$ cat src/rtl/core/cedit_pkg.sv
// Shared types and helpers for the case-folded edit distance chain.
package cedit_pkg;

    // Control part of one wavefront moving down the column chain.
    typedef struct packed {
        logic       valid;
        logic       last;
        logic [7:0] text;   // already case-folded
    } cedit_wave_t;

    // ASCII A-Z fold to a-z, everything else passes unchanged.
    function automatic logic [7:0] fold_byte(input logic [7:0] b);
        logic [7:0] r;
        r = b;
        if (b >= 8'h41 && b <= 8'h5A) begin
            r = b + 8'h20;
        end
        return r;
    endfunction

endpackage

$ cat src/rtl/core/cedit_head.sv
// Column 0 of the chain: row index counter and wave launch.
module cedit_head #(
    parameter int MAX_PATTERN = 32,
    parameter int DIST_WIDTH  = 10
) (
    input  logic                              aclk,
    input  logic                              aresetn,
    input  logic                              advance,
    input  logic                              take_in,
    input  logic [7:0]                        in_byte,
    input  logic                              in_last,
    input  logic [$clog2(MAX_PATTERN+1)-1:0]  pat_len,
    output cedit_pkg::cedit_wave_t            wave_out,
    output logic [DIST_WIDTH-1:0]             new_out,
    output logic [DIST_WIDTH-1:0]             old_out,
    output logic [DIST_WIDTH-1:0]             res_out
);
    import cedit_pkg::*;

    localparam int DW = DIST_WIDTH;

    cedit_wave_t   wave_reg;
    logic [DW-1:0] row_index_reg;
    logic [DW-1:0] new_reg, old_reg, res_reg;
    logic [DW:0]   inc_sum;
    logic [DW-1:0] inc_sat;

    assign inc_sum = {1'b0, row_index_reg} + 1'b1;
    assign inc_sat = inc_sum[DW] ? '1 : inc_sum[DW-1:0];

    always_ff @(posedge aclk) begin
        if (!aresetn) begin
            wave_reg      <= '0;
            row_index_reg <= '0;
        end else if (advance) begin
            wave_reg.valid <= take_in;
            wave_reg.last  <= in_last;
            wave_reg.text  <= fold_byte(in_byte);
            if (take_in) begin
                row_index_reg <= in_last ? '0 : inc_sat;
            end
        end
    end

    always_ff @(posedge aclk) begin
        if (advance && take_in) begin
            new_reg <= inc_sat;
            old_reg <= row_index_reg;
            res_reg <= (pat_len == '0) ? inc_sat : '0;
        end
    end

    assign wave_out = wave_reg;
    assign new_out  = new_reg;
    assign old_out  = old_reg;
    assign res_out  = res_reg;

    a_last_clears: assert property (@(posedge aclk) disable iff (!aresetn)
        advance && take_in && in_last |=> row_index_reg == '0)
        else $error("row index not cleared after end of text");

    a_index_steps: assert property (@(posedge aclk) disable iff (!aresetn)
        advance && take_in && !in_last && row_index_reg != '1
        |=> row_index_reg == $past(row_index_reg) + 1'b1)
        else $error("row index did not step by one");

endmodule

$ cat config.mk
export PLATFORM = sky130hd
export DESIGN_NAME = cedit_head
export DESIGN_NICKNAME = d
export VERILOG_FILES = /design/src/rtl/core/cedit_pkg.sv /design/src/rtl/core/cedit_head.sv
export SDC_FILE = /design/constraint.sdc
export NUM_CORES = 1
export LEC_CHECK = 0
export BUFFER_PORTS_ARGS = -buffer_cell sky130_fd_sc_hd__buf_4
export CAP_MARGIN = 15
export CORE_UTILIZATION = 51
export DETAILED_ROUTE_END_ITERATION = 7
export GPL_TIMING_DRIVEN = 0
export PLACE_DENSITY = 0.83
export RECOVER_POWER = 100
export SLEW_MARGIN = 10
export SYNTH_ARGS = -nofsm -noshare
export SYNTH_HDL_FRONTEND = slang
export SYNTH_SLANG_ARGS = --single-unit
$ cat constraint.sdc
create_clock -name aclk -period 2.1 [get_ports aclk]
set_input_delay 0.315 -clock aclk [delete_from_list [all_inputs] [get_ports aclk]]
set_output_delay 0.315 -clock aclk [all_outputs]
set_load 0.01 [all_outputs]
==> results.ini <==
[sta]
slew_headroom = 0.5146
hold_slack_ns = 0.2891
finalMaxSlewViolations = 0
fmax_mhz = 512.5
skew_ns = 0.005748
rsz0062_at_grt = false
fin_crit_sh = 0.9291
period_needed_ns = 1.951
tightest_slew_ns = 0.7271
hold_viol_final = 0
tns_ns = 0
finalSetupViolCount = 0

[routing]
drt_iter0_markers = 116
ant_nets = 0
routed_wl_mm = 3.909
dr_total_vias = 1513
drc = 0
routedWlPerCell_um = 13.67
dr.pass1.iters = 4
viasPerCell = 5.290

[run_status]
status = finished clean

[setup_path]
cp.required_ns = 2.24
crit_fanout = 10
slowest_delay_ns = 0.46
reg2reg_from = row_index_reg[0]$_SDFFE_PN0P_
crit_family = simple AND/OR/NAND/NOR gates
crit_chain = ha_1 > nand4_2 > or3_4 > buf_4 > a21oi_1
crit_path_end_kind = flip-flop
reg2reg_depth = 5
crit_cells = 5
start_kind = flip-flop
reg2reg_slack_ns = 0.15
cp.arrival_ns = 2.09
endpoint = res_out[0]$_SDFFCE_PP0P_
critical_path_buf_inv_count = 1
cp_slowest_cell = or3_4
r2r-end = res_out[0]$_SDFFCE_PP0P_
critical_path.startpoint = row_index_reg[0]$_SDFFE_PN0P_
critical_path_class = reg -> reg

[clocking]
cts-root-buf = clkbuf_8
clk_pin_slew_ns = 0.09
cts.sinks = 50
numCtsBuffers = 5
post-cts-setup-buffer-count = 0
holdBufCountCts = 0
cts_buffer_depth = 2
cts_resized = 0
cts_tree = yes
cts-htree-levels = 2
clk-insertion-delay-late_ns = 0.30

[grt]
grt_use_total = 0.1981
grt_max_degree = 40
grt_pass1_wl_mm = 6.334
antenna_found_initial = 0
grt_pass1_vias = 1394
overflow = 0

[synthesis]
synth_edf_count = 30
synth_sequential_area_ratio = 0.6392
syn_avg_cell_area_sq_um = 11.84
synth-main-ff-cell = edfxtp_1
synth_seq_cells = 50
synth_cell_types = 38
synthesis.instances = 172
syn_nets = 193
async_flop_share = 0
synth_warnings = 0
syn_area_sq_mm = 0.002036

[cells_and_area]
nets = 258
nFillCells = 347
diodes = 0
drive_gt1_frac = 0.1261
syn_to_final_growth_pct = 21.82

[power]
seqPwrFrac = 0.584
pwr-share-clk = 0.343
power.share.combinational = 0.073
p_sw_frac = 0.2120
power.total_mw = 1.846
p_int_mw = 1.455
switching_power_mw = 0.3913
p_per_area_mw_per_mm2 = 744.4
peakVddDrop_v = 0.0004911
p_leak_nw = 0.9110

[die]
die-area_sq_mm = 0.004248
design.core.area_sq_mm = 0.003744
die_w_um = 65.18
rows = 22
pin_count = 59
start_util = 0.5438
die_h_um = 65.18

[min_path]
hold-path-cell-count = 3
hold_class = in -> reg
min_from = in_byte[1]

[placed_design]
portBuffers = 58
dp_hpwl_mm = 2.774
gp_congestion = 0.8351

[flow_run]
cap_violations = 0

## worst min path at each step
| stage | end |
|---|---|
| 2_1_floorplan | old_out[2]$_DFFE_PP_ |
| 3_3_place_gp | old_out[2]$_DFFE_PP_ |
| 3_5_place_dp | old_out[5]$_DFFE_PP_ |
| 4_1_cts | wave_out[7]$_SDFFE_PN0P_ |
| 5_1_grt | wave_out[3]$_SDFFE_PN0P_ |
| 6_report | wave_out[1]$_SDFFE_PN0P_ |
## worst min-delay path, cell delays in order
cell and delay (ns):
buf_4 0.09, mux2i_1 0.06, nor2b_1 0.09
## cell usage in the layout (no fill, tap or decap), types with 2 or more instances in the layout
cell type	count
nor3_1	13
a21oi_1	15
mux2i_1	6
o21ai_0	4
clkbuf_1	45
ha_1	2
nor2_1	9
nand2_1	17
mux2_1	2
nor4_1	3
clkbuf_8	8
nand3_1	3
edfxtp_1	30
a31oi_1	5
xnor2_1	3
nor2b_1	11
dfxtp_1	20
nor3b_1	2
clkbuf_2	2
buf_4	17
nand2b_1	2
inv_1	2
a311oi_1	2
## power groups by stage
stage | clock (mW) | combinational [mW] | sequential [mW]
2_1_floorplan | 0 | 0.0558 | 1.11
3_5_place_dp | 0 | 0.158 | 1.10
3_3_place_gp | 0 | 0.155 | 1.10
6_report | 0.634 | 0.134 | 1.08
5_1_grt | 0.683 | 0.149 | 1.08
4_1_cts | 0.634 | 0.159 | 1.08
## kinds of logic after synthesis
group	synth area share
xor gates and xnor gates	0.01721
and+or+nand+nor	0.1666
buffers and inverters	0.01967
muxes	0.04057
DFF	0.6392
AOI/OAI and AO/OA	0.1045
adders and majority gates	0.01229
## layout make-up
cell class | instances | area [sq um] | area share
well taps | 48 | 60.06 | 0.02422
inverters | 3 | 11.26 | 0.004541
flip-flops and latches | 50 | 1301 | 0.5247
repair buffers | 58 | 277.8 | 0.1120
plain buffers | 6 | 28.78 | 0.01160
clock buffers | 8 | 110.1 | 0.04440
multi-input cells | 113 | 690.7 | 0.2785
## Yosys cell counts (2+ instances only)
master / number / area share
o21ai_0: 4 / 0.0098
a311oi_1: 2 / 0.0086
nor4_1: 3 / 0.0092
dfxtp_1: 20 / 0.20
edfxtp_1: 30 / 0.44
inv_1: 2 / 0.0037
mux2i_1: 6 / 0.030
nor3_1: 13 / 0.032
nor2b_1: 11 / 0.034
a21oi_1: 14 / 0.034
mux2_2: 2 / 0.011
nand3_1: 3 / 0.0074
nand2_1: 17 / 0.031
nand2b_1: 2 / 0.0061
ha_1: 2 / 0.012
a31oi_1: 5 / 0.015
clkbuf_1: 3 / 0.0055
nor3b_1: 2 / 0.0074
clkbuf_2: 2 / 0.0049
xnor2_1: 3 / 0.013
nor2_1: 9 / 0.017
## metrics by stage
stage	setup slack, ns	cell area [sq um]	std cells	utilization
final	0.1489	2480	286	0.6624
after global routing	0.06978	2480	286	0.6624
after CTS	0.1723	2641	286	0.7055
after detailed placement	0.1955	2531	278	0.6761
after global placement	0.2527	2531	278	0.6761
after floorplan	0.4167	2036	172	-
## per-layer routing
metal  global-route usage  share of wire
met5                    0              0
met4              0.06522          0.010
met3              0.07292          0.061
met2               0.3144           0.48
met1               0.2494           0.45
No activity file was read; power rests on OpenSTA's default activity.
